$ cat src/hw/rtl/hbfa_pkg.sv
// Package for the harmonic bond force accumulator: payload types and FSM codes.
// No dependencies.
`timescale 1ns / 1ps
package hbfa_pkg;
    localparam int CW = 32;
    localparam int AW = 48;

    typedef struct packed {
        logic signed [CW-1:0] own_x;
        logic signed [CW-1:0] own_y;
        logic signed [CW-1:0] own_z;
        logic signed [CW-1:0] other_x;
        logic signed [CW-1:0] other_y;
        logic signed [CW-1:0] other_z;
        logic [CW-1:0]        rest_length;
        logic [CW-1:0]        stiffness;
        logic                 self_pair;
        logic                 last_bond;
    } t_bond;

    typedef struct packed {
        logic signed [AW-1:0] force_x;
        logic signed [AW-1:0] force_y;
        logic signed [AW-1:0] force_z;
        logic                 zero_distance_seen;
    } t_force;

    typedef enum logic [3:0] {
        S_IDLE, S_SQ, S_SQRT, S_MUL, S_DIV, S_ACC, S_OUT
    } t_state;
endpackage

$ cat src/hw/rtl/hbfa_serial_mul.sv
// Shift-and-add multiplier, one multiplier bit per cycle.
// Depends on nothing but its parameters.
`timescale 1ns / 1ps
module hbfa_serial_mul #(
    parameter int AW = 64,
    parameter int BW = 64
) (
    input  logic             i_clk,
    input  logic             i_rst_n,
    input  logic             i_start,
    input  logic [AW-1:0]    i_a,
    input  logic [BW-1:0]    i_b,
    output logic             o_done,
    output logic [AW+BW-1:0] o_p
);
    logic [AW+BW-1:0] r_acc, n_acc;
    logic [AW+BW-1:0] r_a;
    logic [BW-1:0]    r_b;
    logic [$clog2(BW+1)-1:0] r_cnt;
    logic             r_busy;

    // One conditional add of the shifted multiplicand per cycle.
    assign n_acc = r_b[0] ? r_acc + r_a : r_acc;

    always_ff @(posedge i_clk) begin
        if (!i_rst_n) begin
            r_busy <= 1'b0;
            o_done <= 1'b0;
            r_cnt  <= '0;
        end else begin
            o_done <= 1'b0;
            if (i_start) begin
                r_busy <= 1'b1;
                r_cnt  <= '0;
                r_acc  <= '0;
                r_a    <= {{BW{1'b0}}, i_a};
                r_b    <= i_b;
            end else if (r_busy) begin
                r_acc <= n_acc;
                r_a   <= r_a << 1;
                r_b   <= r_b >> 1;
                r_cnt <= r_cnt + 1'b1;
                if (r_cnt == ($clog2(BW+1))'(BW-1)) begin
                    r_busy <= 1'b0;
                    o_done <= 1'b1;
                end
            end
        end
    end
    assign o_p = r_acc;
endmodule

$ cat src/hw/rtl/hbfa_serial_div.sv
// Restoring divider, one quotient bit per cycle.
// Depends on nothing but its parameters.
`timescale 1ns / 1ps
module hbfa_serial_div #(
    parameter int NW = 128,
    parameter int DW = 64
) (
    input  logic          i_clk,
    input  logic          i_rst_n,
    input  logic          i_start,
    input  logic [NW-1:0] i_num,
    input  logic [DW-1:0] i_den,
    output logic          o_done,
    output logic [NW-1:0] o_quo
);
    logic [NW-1:0] r_num;
    logic [DW:0]   r_rem;
    logic [DW+1:0] w_trial;
    logic [DW:0]   w_shift;
    logic [$clog2(NW+1)-1:0] r_cnt;
    logic          r_busy;

    assign w_shift = {r_rem[DW-1:0], r_num[NW-1]};
    assign w_trial = {1'b0, w_shift} - {2'b00, i_den};

    always_ff @(posedge i_clk) begin
        if (!i_rst_n) begin
            r_busy <= 1'b0;
            o_done <= 1'b0;
            r_cnt  <= '0;
        end else begin
            o_done <= 1'b0;
            if (i_start) begin
                r_busy <= 1'b1;
                r_cnt  <= '0;
                r_rem  <= '0;
                r_num  <= i_num;
            end else if (r_busy) begin
                // Remainder stays below the divisor, so DW+1 bits hold it.
                if (!w_trial[DW+1]) begin
                    r_rem <= w_trial[DW:0];
                    r_num <= {r_num[NW-2:0], 1'b1};
                end else begin
                    r_rem <= w_shift;
                    r_num <= {r_num[NW-2:0], 1'b0};
                end
                r_cnt <= r_cnt + 1'b1;
                if (r_cnt == ($clog2(NW+1))'(NW-1)) begin
                    r_busy <= 1'b0;
                    o_done <= 1'b1;
                end
            end
        end
    end
    assign o_quo = r_num;
endmodule

$ cat src/hw/rtl/hbfa_isqrt.sv
// Bit-serial integer square root, two radicand bits per cycle.
// Depends on nothing but its parameters.
`timescale 1ns / 1ps
module hbfa_isqrt #(
    parameter int RW = 128
) (
    input  logic            i_clk,
    input  logic            i_rst_n,
    input  logic            i_start,
    input  logic [RW-1:0]   i_rad,
    output logic            o_done,
    output logic [RW/2-1:0] o_root
);
    localparam int HW = RW / 2;
    logic [RW-1:0] r_rad;
    logic [HW+1:0] r_rem;
    logic [HW-1:0] r_root;
    logic [HW+1:0] w_cur;
    logic [HW+2:0] w_trial;
    logic [$clog2(HW+1)-1:0] r_cnt;
    logic          r_busy;

    assign w_cur   = {r_rem[HW-1:0], r_rad[RW-1:RW-2]};
    assign w_trial = {1'b0, w_cur} - {1'b0, r_root, 2'b01};

    always_ff @(posedge i_clk) begin
        if (!i_rst_n) begin
            r_busy <= 1'b0;
            o_done <= 1'b0;
            r_cnt  <= '0;
        end else begin
            o_done <= 1'b0;
            if (i_start) begin
                r_busy <= 1'b1;
                r_cnt  <= '0;
                r_rem  <= '0;
                r_root <= '0;
                r_rad  <= i_rad;
            end else if (r_busy) begin
                r_rad <= r_rad << 2;
                if (!w_trial[HW+2]) begin
                    r_rem  <= w_trial[HW+1:0];
                    r_root <= {r_root[HW-2:0], 1'b1};
                end else begin
                    r_rem  <= w_cur;
                    r_root <= {r_root[HW-2:0], 1'b0};
                end
                r_cnt <= r_cnt + 1'b1;
                if (r_cnt == ($clog2(HW+1))'(HW-1)) begin
                    r_busy <= 1'b0;
                    o_done <= 1'b1;
                end
            end
        end
    end
    assign o_root = r_root;
endmodule

$ cat src/hw/rtl/harmonic_bond_force_accumulator_unit.sv
// Top level of the harmonic bond force accumulator.
// Depends on hbfa_pkg, hbfa_serial_mul, hbfa_isqrt and hbfa_serial_div.
`timescale 1ns / 1ps
// One bond is taken per item and processed alone; the input is stalled while
// a bond is in work or a result is waiting. The separation vector is squared
// axis by axis in a bit-serial multiplier (three passes). The length comes
// from a bit-serial square root, and the force magnitude k*(r0-r) from one
// more multiplier pass. Each axis component f*d/r then needs a multiplier
// pass and a restoring divider pass of 80 quotient bits. A closing state
// follows. A bond with a nonzero separation keeps the input stalled until
// all of this is done, so the block takes no new bond before it is through
// with the last. The busy time is set by the serial multiplier and divider.
// A self pair or a bond with zero separation skips the serial units and goes
// straight back to idle, or to the output when it ends a particle. Each sum
// saturates to the signed 48-bit range. On an item marked last_bond the sums
// and the zero-distance flag are offered on the output, including that
// item's contribution, and then cleared. The next item is taken only after
// the output item has left.
module harmonic_bond_force_accumulator_unit (
    input  logic            i_clk,
    input  logic            i_rst_n,
    input  logic            i_valid,
    output logic            o_stall,
    input  hbfa_pkg::t_bond i_data,
    output logic            o_valid,
    input  logic            i_stall,
    output hbfa_pkg::t_force o_data
);
    import hbfa_pkg::*;

    localparam int F   = 16;
    localparam int DW  = CW + 1;          // difference width
    localparam int QW  = 2 * DW + 2;      // sum of squares width
    localparam int RTW = QW / 2;          // root width
    localparam int FMW = AW - 1;          // saturated magnitude width
    localparam int PW  = FMW + DW;        // multiplier product width

    t_state r_state, n_state;
    t_bond  r_in;
    logic [DW-1:0] r_ax, r_ay, r_az;
    logic          r_sx, r_sy, r_sz;
    logic [QW-1:0] r_rr;
    logic [RTW-1:0] r_r;
    logic [FMW-1:0] r_fm;
    logic          r_dneg;
    logic [1:0]    r_axis;
    logic          r_phase;
    logic signed [AW-1:0] r_sum [3];
    logic          r_flag;
    logic          r_ovalid;

    // Shared multiplier: squares, then k*|delta|, then fm*|d|.
    logic          w_mstart, w_mdone;
    logic [FMW-1:0] w_ma;
    logic [DW-1:0] w_mb;
    logic [PW-1:0] w_mp;
    logic          w_sstart, w_sdone;
    logic [RTW-1:0] w_root;
    logic          w_dstart, w_ddone;
    logic [PW-1:0] w_quo;
    logic [DW-1:0] w_axsel;

    hbfa_serial_mul #(.AW(FMW), .BW(DW)) u_mul (
        .i_clk, .i_rst_n, .i_start(w_mstart), .i_a(w_ma), .i_b(w_mb),
        .o_done(w_mdone), .o_p(w_mp));
    hbfa_isqrt #(.RW(QW)) u_sqrt (
        .i_clk, .i_rst_n, .i_start(w_sstart), .i_rad(r_rr),
        .o_done(w_sdone), .o_root(w_root));
    // The divider takes the finished product on the multiplier's done cycle.
    hbfa_serial_div #(.NW(PW), .DW(RTW)) u_div (
        .i_clk, .i_rst_n, .i_start(w_dstart), .i_num(w_mp),
        .i_den(r_r), .o_done(w_ddone), .o_quo(w_quo));

    always_comb begin
        case (r_axis)
            2'd0:    w_axsel = r_ax;
            2'd1:    w_axsel = r_ay;
            default: w_axsel = r_az;
        endcase
    end

    // Differences are one bit wider than the coordinates.
    logic signed [DW-1:0] w_dx, w_dy, w_dz;
    assign w_dx = DW'(i_data.own_x) - DW'(i_data.other_x);
    assign w_dy = DW'(i_data.own_y) - DW'(i_data.other_y);
    assign w_dz = DW'(i_data.own_z) - DW'(i_data.other_z);

    // Delta r0 - r. The root stays below 2^33, so the magnitude fits in DW bits.
    logic signed [RTW+1:0] w_delta;
    logic [DW-1:0] w_dmag;
    assign w_delta = $signed((RTW+2)'(r_in.rest_length)) - $signed((RTW+2)'(r_r));
    assign w_dmag  = w_delta[RTW+1] ? DW'(-w_delta) : DW'(w_delta);

    // Product k*|delta| shifted down by F and saturated.
    logic [PW-1:0]  w_kp;
    logic [FMW-1:0] w_fm;
    assign w_kp = w_mp >> F;
    assign w_fm = (|w_kp[PW-1:FMW]) ? {FMW{1'b1}} : w_kp[FMW-1:0];

    // Signed contribution and saturating accumulate.
    logic          w_neg;
    logic signed [AW+1:0] w_c, w_s;
    logic signed [AW-1:0] w_sat;
    assign w_neg = r_dneg ^ (r_axis == 2'd0 ? r_sx : r_axis == 2'd1 ? r_sy : r_sz);
    assign w_c = w_neg ? -$signed({2'b00, w_quo[AW-1:0]})
                       : $signed({2'b00, w_quo[AW-1:0]});
    assign w_s = $signed({{2{r_sum[r_axis][AW-1]}}, r_sum[r_axis]}) + w_c;
    always_comb begin
        if (w_s > $signed({3'b000, {(AW-1){1'b1}}}))
            w_sat = {1'b0, {(AW-1){1'b1}}};
        else if (w_s < -$signed({3'b000, {(AW-1){1'b1}}}) - 1)
            w_sat = {1'b1, {(AW-1){1'b0}}};
        else
            w_sat = w_s[AW-1:0];
    end

    // Next-state logic. Each working state starts its unit in phase zero and
    // waits for the done pulse in phase one.
    always_comb begin
        n_state = r_state;
        case (r_state)
            S_IDLE: if (i_valid) begin
                if (i_data.self_pair || (w_dx == 0 && w_dy == 0 && w_dz == 0))
                    n_state = i_data.last_bond ? S_OUT : S_IDLE;
                else
                    n_state = S_SQ;
            end
            S_SQ:   if (r_phase && w_mdone && r_axis == 2'd2) n_state = S_SQRT;
            S_SQRT: if (r_phase && w_sdone) n_state = S_MUL;
            S_MUL:  if (r_phase && w_mdone) n_state = S_DIV;
            S_DIV:  if (w_ddone && r_axis == 2'd2) n_state = S_ACC;
            S_ACC:  n_state = r_in.last_bond ? S_OUT : S_IDLE;
            S_OUT:  if (!i_stall) n_state = S_IDLE;
            default: n_state = S_IDLE;
        endcase
    end

    // Output and unit-start logic.
    always_comb begin
        o_stall  = 1'b1;
        w_mstart = 1'b0;
        w_sstart = 1'b0;
        w_dstart = 1'b0;
        w_ma     = '0;
        w_mb     = '0;
        case (r_state)
            S_IDLE: o_stall = 1'b0;
            S_SQ: begin
                w_ma = FMW'(w_axsel);
                w_mb = w_axsel;
                w_mstart = !r_phase;
            end
            S_SQRT: begin
                w_sstart = !r_phase;
            end
            S_MUL: begin
                w_ma = FMW'(r_in.stiffness);
                w_mb = w_dmag;
                w_mstart = !r_phase;
            end
            S_DIV: begin
                w_ma = r_fm;
                w_mb = w_axsel;
                w_mstart = !r_phase;
                w_dstart = r_phase && w_mdone;
            end
            default: ;
        endcase
    end

    always_ff @(posedge i_clk) begin
        if (!i_rst_n) begin
            r_state  <= S_IDLE;
            r_phase  <= 1'b0;
            r_axis   <= '0;
            r_flag   <= 1'b0;
            r_ovalid <= 1'b0;
            for (int i = 0; i < 3; i++) r_sum[i] <= '0;
        end else begin
            r_state <= n_state;
            case (r_state)
                S_IDLE: if (i_valid) begin
                    r_in   <= i_data;
                    r_ax   <= w_dx[DW-1] ? -w_dx : w_dx;
                    r_ay   <= w_dy[DW-1] ? -w_dy : w_dy;
                    r_az   <= w_dz[DW-1] ? -w_dz : w_dz;
                    r_sx   <= w_dx[DW-1];
                    r_sy   <= w_dy[DW-1];
                    r_sz   <= w_dz[DW-1];
                    r_rr   <= '0;
                    r_axis <= '0;
                    r_phase <= 1'b0;
                    if (!i_data.self_pair && w_dx == 0 && w_dy == 0 && w_dz == 0)
                        r_flag <= 1'b1;
                end
                S_SQ: begin
                    if (!r_phase) r_phase <= 1'b1;
                    else if (w_mdone) begin
                        r_rr    <= r_rr + QW'(w_mp);
                        r_phase <= 1'b0;
                        r_axis  <= (r_axis == 2'd2) ? 2'd0 : r_axis + 2'd1;
                    end
                end
                S_SQRT: begin
                    // The root starts only after the last square is summed.
                    if (!r_phase) r_phase <= 1'b1;
                    else if (w_sdone) begin
                        r_r     <= w_root;
                        r_phase <= 1'b0;
                    end
                end
                S_MUL: begin
                    if (!r_phase) begin
                        r_phase <= 1'b1;
                        r_dneg  <= w_delta[RTW+1];
                    end else if (w_mdone) begin
                        r_fm    <= w_fm;
                        r_phase <= 1'b0;
                        r_axis  <= '0;
                    end
                end
                S_DIV: begin
                    if (!r_phase) r_phase <= 1'b1;
                    else if (w_ddone) begin
                        r_sum[r_axis] <= w_sat;
                        r_phase <= 1'b0;
                        r_axis  <= (r_axis == 2'd2) ? 2'd0 : r_axis + 2'd1;
                    end
                end
                S_OUT: if (!i_stall) begin
                    r_flag <= 1'b0;
                    for (int i = 0; i < 3; i++) r_sum[i] <= '0;
                end
                default: ;
            endcase
            r_ovalid <= (n_state == S_OUT);
        end
    end

    always_comb begin
        o_data.force_x = r_sum[0];
        o_data.force_y = r_sum[1];
        o_data.force_z = r_sum[2];
        o_data.zero_distance_seen = r_flag;
    end
    assign o_valid = r_ovalid;
endmodule

$ cat config.mk
export PLATFORM = sky130hd
export DESIGN_NAME = harmonic_bond_force_accumulator_unit
export DESIGN_NICKNAME = d
export VERILOG_FILES = /design/src/hw/rtl/hbfa_pkg.sv /design/src/hw/rtl/hbfa_serial_mul.sv /design/src/hw/rtl/hbfa_serial_div.sv /design/src/hw/rtl/hbfa_isqrt.sv /design/src/hw/rtl/harmonic_bond_force_accumulator_unit.sv
export SDC_FILE = /design/constraint.sdc
export NUM_CORES = 2
export LEC_CHECK = 0
export BUFFER_PORTS_ARGS = -buffer_cell sky130_fd_sc_hd__clkbuf_2
export CAP_MARGIN = 20
export CELL_PAD_IN_SITES_DETAIL_PLACEMENT = 0
export CELL_PAD_IN_SITES_GLOBAL_PLACEMENT = 1
export CORE_UTILIZATION = 40
export CTS_BUF_LIST = sky130_fd_sc_hd__clkbuf_4 sky130_fd_sc_hd__clkbuf_8 sky130_fd_sc_hd__clkbuf_16
export DETAILED_ROUTE_END_ITERATION = 10
export GPL_TIMING_DRIVEN = 0
export PLACE_DENSITY = 0.7
export SETUP_SLACK_MARGIN = 0.15
export SYNTH_ARGS = -nofsm -noshare
export SYNTH_HDL_FRONTEND = slang
export SYNTH_HIERARCHICAL = 1
export SYNTH_SLANG_ARGS = --single-unit
$ cat constraint.sdc
create_clock -name i_clk -period 11.9 [get_ports i_clk]
set_input_delay 0.595 -clock i_clk [delete_from_list [all_inputs] [get_ports i_clk]]
set_output_delay 0.595 -clock i_clk [all_outputs]
set_load 0.005 [all_outputs]
# == Word level (Yosys, flattened, before mapping) ==
# Memory sizes are Yosys's and may differ from the RTL's. A register that Yosys moved wholly into a read port is not among the register bits.
# Cells that the tools add are included.
# word_totals
ff_bits,794
in_bits,262
word_cells,236
mem_bits_rw,144
out_inout_bits,147
mem_count,1
# mem_list
name,depth,word_bits,read_ports,rd_ports_with_merged_regs,wr,line_no,rtl
r_sum,3,48,4,1,3,harmonic_bond_force_accumulator_unit.sv:48,logic signed [AW-1:0] r_sum [3];
# op_classes
n_reduce_logical,48
eq_ne,21
muxes,98
order_cmp,2
bitwise,9
n_addsub,18
# ops
operator,count
$mux 80,5
$mux 68,5
$mux 48,6
$mux 34,5
$pmux 47 s3,1
$pmux 68 s2,1
$neg 33->33,4
$pmux 33 s2,2
$logic_not 33->1,3
$mux 33,3
$sub 32x32->33,3
$mux 32,3
$add 80x80->80,1
$add 68x68->68,1
$add 48x50->50,1
$gt 50x48->1 const B,1
$lt 50x48->1 const B,1
$mux 50,1
$neg 48->50,1
$reduce_or 48->1,1
$mux 47,1
$mux 1,41
$sub 36x36->37,1
$sub 35x34->36,1
other kinds (38),103

# == Longest topological paths before layout ==
# depth
depth_word,10
ltp_mapped,23
ltp_nobuf,23

# == Hierarchy ==
# Netlist, hierarchy kept.
# by_module_without_submodules
module,seq_area_each_um2,cells_per_inst,instances,area_each_um2
harmonic_bond_force_accumulator_unit,15504.9,4036,1,38788.5
hbfa_serial_mul,5955.7,1174,1,12585.8
hbfa_isqrt,4244.1,623,1,7657.3
hbfa_serial_div,3603.5,653,1,7264.5

# == Worst setup path after synthesis ==
# Ideal clock, no wire load.
# synth_path
path_kind,reg-to-reg
from,reg r_state[1]
to,reg r_ax[0] (enable)
n_path_buf,1
stages_incl_launch_ff,5
t_arrival_ps,12262
setup_slack_ps,-1261
period_less_slack_ps,13161
setup_time_ps,898
required_ps,11002
path_cell_list,dfxtp_1 clkbuf_1 nor3_1 nand2b_1 nor3_1
# synth_via
elab_chain_len,2
# synth_lines
item,line_no,rtl
from (decl),harmonic_bond_force_accumulator_unit.sv:38,"t_state r_state, n_state;"
from (signal assigned),harmonic_bond_force_accumulator_unit.sv:180,r_state <= n_state;
$logic_not 4->1,harmonic_bond_force_accumulator_unit.sv:181,case (r_state)
$reduce_and 3->1 (no line),n/a,
to (signal assigned),harmonic_bond_force_accumulator_unit.sv:184,r_ax <= w_dx[DW-1] ? -w_dx : w_dx;
to (decl),harmonic_bond_force_accumulator_unit.sv:40,"logic [DW-1:0] r_ax, r_ay, r_az;"
# Every way passes these cells.
# A chain may end at the register's enable or synchronous reset.

==> impl_metrics.csv <==
group,metric,value,unit
placed_design,dp_hpwl,163000,um
die,design.core.area,165000,um^2
timing,slew_violations,0,
yosys,synth_simple_gate_area_share,0.133,
flow_run,max_cap_viol_count,0,
timing,max_freq,138,MHz
cts,numCtsBuffers,113,
cts,htreeDepth,3,
cts,cts_root_buf,"clkbuf_16",
yosys,syn-instance-count,6486,
cts,cts_tree,"done",
yosys,synth-seq-cells,988,
global_route,global_route.peak_usage_layer,"met2",
worst_hold_path,min-delay-path-class,"in -> reg",
worst_setup_path,worst_setup_ep_type,"flip-flop",
timing,clock-skew-final,0.0944,ns
yosys,netlist.area_leader.share,0.431,
timing,final.min_clock_period,7.27,ns
timing,fin_worst_hold_slack,0.0585,ns
worst_setup_path,worst_setup_path_start_kind,"flip-flop",
global_route,grt_pass1_vias,51600,
worst_setup_path,critical_path.cell_chain,"clkbuf_1 -> mux2i_1 -> nor2_1 -> a21oi_1 -> xor2_1 -> clkbuf_1 -> a21oi_1 -> xor2_1 -> ha_1 -> a21oi_1 -> o21ai_0 -> a2111oi_0 -> o221ai_1 -> a21o_1 -> a21oi_1 -> o211ai_1 -> and3_1 -> nor4_1 -> buf_2 -> nor2_1 -> buf_2 -> clkbuf_1 -> o21ai_0",
global_route,grt_util_met2,0.398,
cts,insertion_delay,0.77,ns
die,die_span_in_y,409,um
cts,path_clk_slew,0.06,ns
timing,worstMarginPinSlew,1.15,ns
worst_setup_path,worst_ep_required_time,12.49,ns
global_route,grt_util_met3,0.0281,
yosys,yosys-mux-area-fraction,0.0661,
worst_setup_path,arrival,7.86,ns
die,die_area,167000,um^2
cts,cts_resized,0,
detailed_routing,route.detailed.vias_per_inst,5.69,
worst_setup_path,crit_slowest_cell,"xor2_1",
worst_setup_path,setup.worst_path.class,"reg -> reg",
die,initial_core_util,0.402,
power_and_ir_drop,power.density,117,nW/um^2
global_route,number_of_antenna_violations_at_the_first_check_in_global_routing,14,
global_route,gr-usage-met1,0.340,
placed_design,port_buffers,408,
die,floorplan.rows,149,
timing,rsz0062_at_grt,"no",
detailed_routing,wirelength,211000,um
finish,most-common-layout-cells,"952 x edfxtp_1, 568 x nor2_1, 497 x a21oi_1, 414 x clkbuf_2, 407 x ha_1",
timing,hold_viol_final,0,
global_route,grt_first_pass_wirelength,315000,um
finish,area_added_between_synthesis_and_finish,15.1,%
placed_design,gp_congestion,0.918,
yosys,synth_area_per_cell,10.2,um^2
cts,clkSinkCount,988,
detailed_routing,drt_first_iter_violations,3964,
yosys,count_of_flip_flops_with_a_built_in_enable_after_synthesis,952,
cts,max-clock-path-buffers,3,
worst_setup_path,most_frequent_cp_cell,"a21oi_1",
yosys,yosys.area.top_type,"edfxtp_1",
detailed_routing,vias,53400,
detailed_routing,ant_nets,0,
yosys,mappedNetlistArea,66300,um^2
yosys,synthesis.yosys.warnings,6,
worst_setup_path,critical_path.max_stage_delay,0.79,ns
yosys,ys_dominant_reg_cell,"edfxtp_1",
die,design.portCount,409,
timing,layout_worst_path_cycle_share,0.611,
power_and_ir_drop,worst_ir_drop_vdd,0.000123,V
yosys,synth-xor-area-share,0.0639,
timing,setup_viol,0,
finish,nFillCells,15700,
yosys,share_of_synthesized_registers_carrying_an_async_set_or_reset,0,
yosys,adder_cell_share_of_the_synthesized_area,0.0792,
finish,layout.cells.most_common,"edfxtp_1",
run_status,status,"complete, no violations",
detailed_routing,first_drt_pass_iteration_count,6,
yosys,main_area_contributors_after_synthesis,"edfxtp_1 43%, ha_1 7.7%, mux2_2 3.8%",
yosys,synth_top_family_by_area,"compound AO/OA/AOI/OAI gates",
power_and_ir_drop,leakagePower,29.2,nW
timing,timing.max_slew.rel_slack,0.233,
global_route,grtUsageTotal,0.244,
die,floorplan.die.width,409,um
global_route,pin_count_of_the_biggest_net_entering_global_routing,67,
yosys,synth.yosys.seq_area_share,0.442,
detailed_routing,drt-wirelength-per-cell,22.5,um
yosys,synth_cell_type_count,123,
detailed_routing,drt_drc,0,
global_route,grt-ovfl-total,0,
finish,final_net_count,7763,
yosys,synth-compound-area-share,0.179,
timing,finalSetupTns,0,ns
finish,layout-drive-gt1-share,0.150,
yosys,synth_fp_nets,7163,
worst_setup_path,critical_path.max_fanout,10,
## path summary, 6_finish.rpt
kind,startpoint,to,slack [ns],cells past startpoint
setup / recovery,r_axis[0],r_sum[3][38],4.63,23
hold / removal,i_data[19],r_in[19],0.06,1
setup reg to reg,r_axis[0],r_sum[3][38],4.63,23
hold reg to reg,u_sqrt/o_root[25],r_r[25],0.44,0
## final cells by class
type	count	area, um^2	share of cell area
Antenna cell	4	10.0	0.000131
Multi-Input combinational cell	4883	34600	0.454
Tap cell	2189	2740	0.0359
Inverter	331	1250	0.0164
Clock buffer	132	2990	0.0392
Sequential cell	988	29300	0.384
Clock inverter	81	1060	0.0139
Timing Repair Buffer	485	3100	0.0406
Buffer	284	1210	0.0159
## synth_stat cells, types with 19 or more instances
cell	number
nand2b_1	110
or2_2	25
buf_2	37
nand4_1	87
o21ai_1	72
o21ai_0	402
ha_1	407
or3_1	37
mux2_2	226
edfxtp_1	952
a31oi_1	70
and4_1	23
and3_1	54
mux4_2	48
a211oi_1	59
dfxtp_1	36
inv_1	329
a22oi_1	35
o22ai_1	51
nor3_1	113
a21oi_1	497
o31ai_1	39
nor4_1	33
xor2_1	210
nand3_1	100
nand2_1	382
o21a_1	70
nor2b_1	84
mux2i_1	71
o211ai_1	50
nor2_1	571
xnor2_1	272
a21o_1	213
nor3b_1	19
o21bai_1	60
clkbuf_1	212
and2_1	56
## power breakdown
| part | internal, W | total (W) | switching, W |
|---|---|---|---|
| Clock | 0.00221 | 0.00377 | 0.00156 |
| Sequential | 0.00390 | 0.00394 | 0.0000442 |
| Combinational | 0.000446 | 0.00118 | 0.000733 |
## stage by stage
step | instance area [um^2] | utilization | setup WS, ns | std cells | power (W)
2_1_floorplan | 66300 | - | 3.86 | 6486 | 0.00478
3_3_place_gp | 71100 | 0.431 | 0.0918 | 9083 | 0.00517
3_5_place_dp | 71700 | 0.435 | 4.78 | 9109 | 0.00517
4_1_cts | 76200 | 0.463 | 4.84 | 9370 | 0.00895
5_1_grt | 76300 | 0.463 | 4.21 | 9374 | 0.00920
6_report | 76300 | 0.463 | 4.63 | 9377 | 0.00889
## worst max-delay path, delay by kind of cell (launching register included)
| family | cells | cell delay [ns] |
|---|---|---|
| and+or+nand+nor | 4 | 0.74 |
| DFF | 1 | 0.30 |
| AOI/OAI and AO/OA | 10 | 2.66 |
| xor gates and xnor gates | 2 | 0.98 |
| buffers and inverters | 5 | 1.66 |
| muxes | 1 | 0.43 |
| adders and majority gates | 1 | 0.37 |
## sequential cells by signal (all words and copies together) (netlist names), 47 cells and up, named ones only
name	flops
u_mul/o_p	80
r_sum	192
r_rr	68
r_fm	47
u_sqrt/r_rad	68
u_mul/r_a	80
r_in	65
u_div/o_quo	80
## routing by layer
metal / vias up / share of wire / wire, um
met1: 26100 / 0.46 / 96200
met4: 4 / 0.027 / 5670
met5: - / 0.00011 / 23
met2: 1549 / 0.46 / 97800
met3: 280 / 0.053 / 11200
li1: 25500 / - / -
## cells by family after synthesis
group / Yosys count
AO/OA/AOI/OAI: 1857
adder cells (fa/ha/maj): 415
XOR/XNOR: 483
buffers and inverters: 615
multiplexers: 349
flip-flops: 988
other: 1
AND/OR/NAND/NOR: 1778
## timing repair
item / 4_1_cts / 5_1_grt
hold endpoints to repair: 48 / 0
buffers inserted: 0 / 0
hold buffers: 48 / 0
Note: power is estimated with default switching activity, not from simulation.
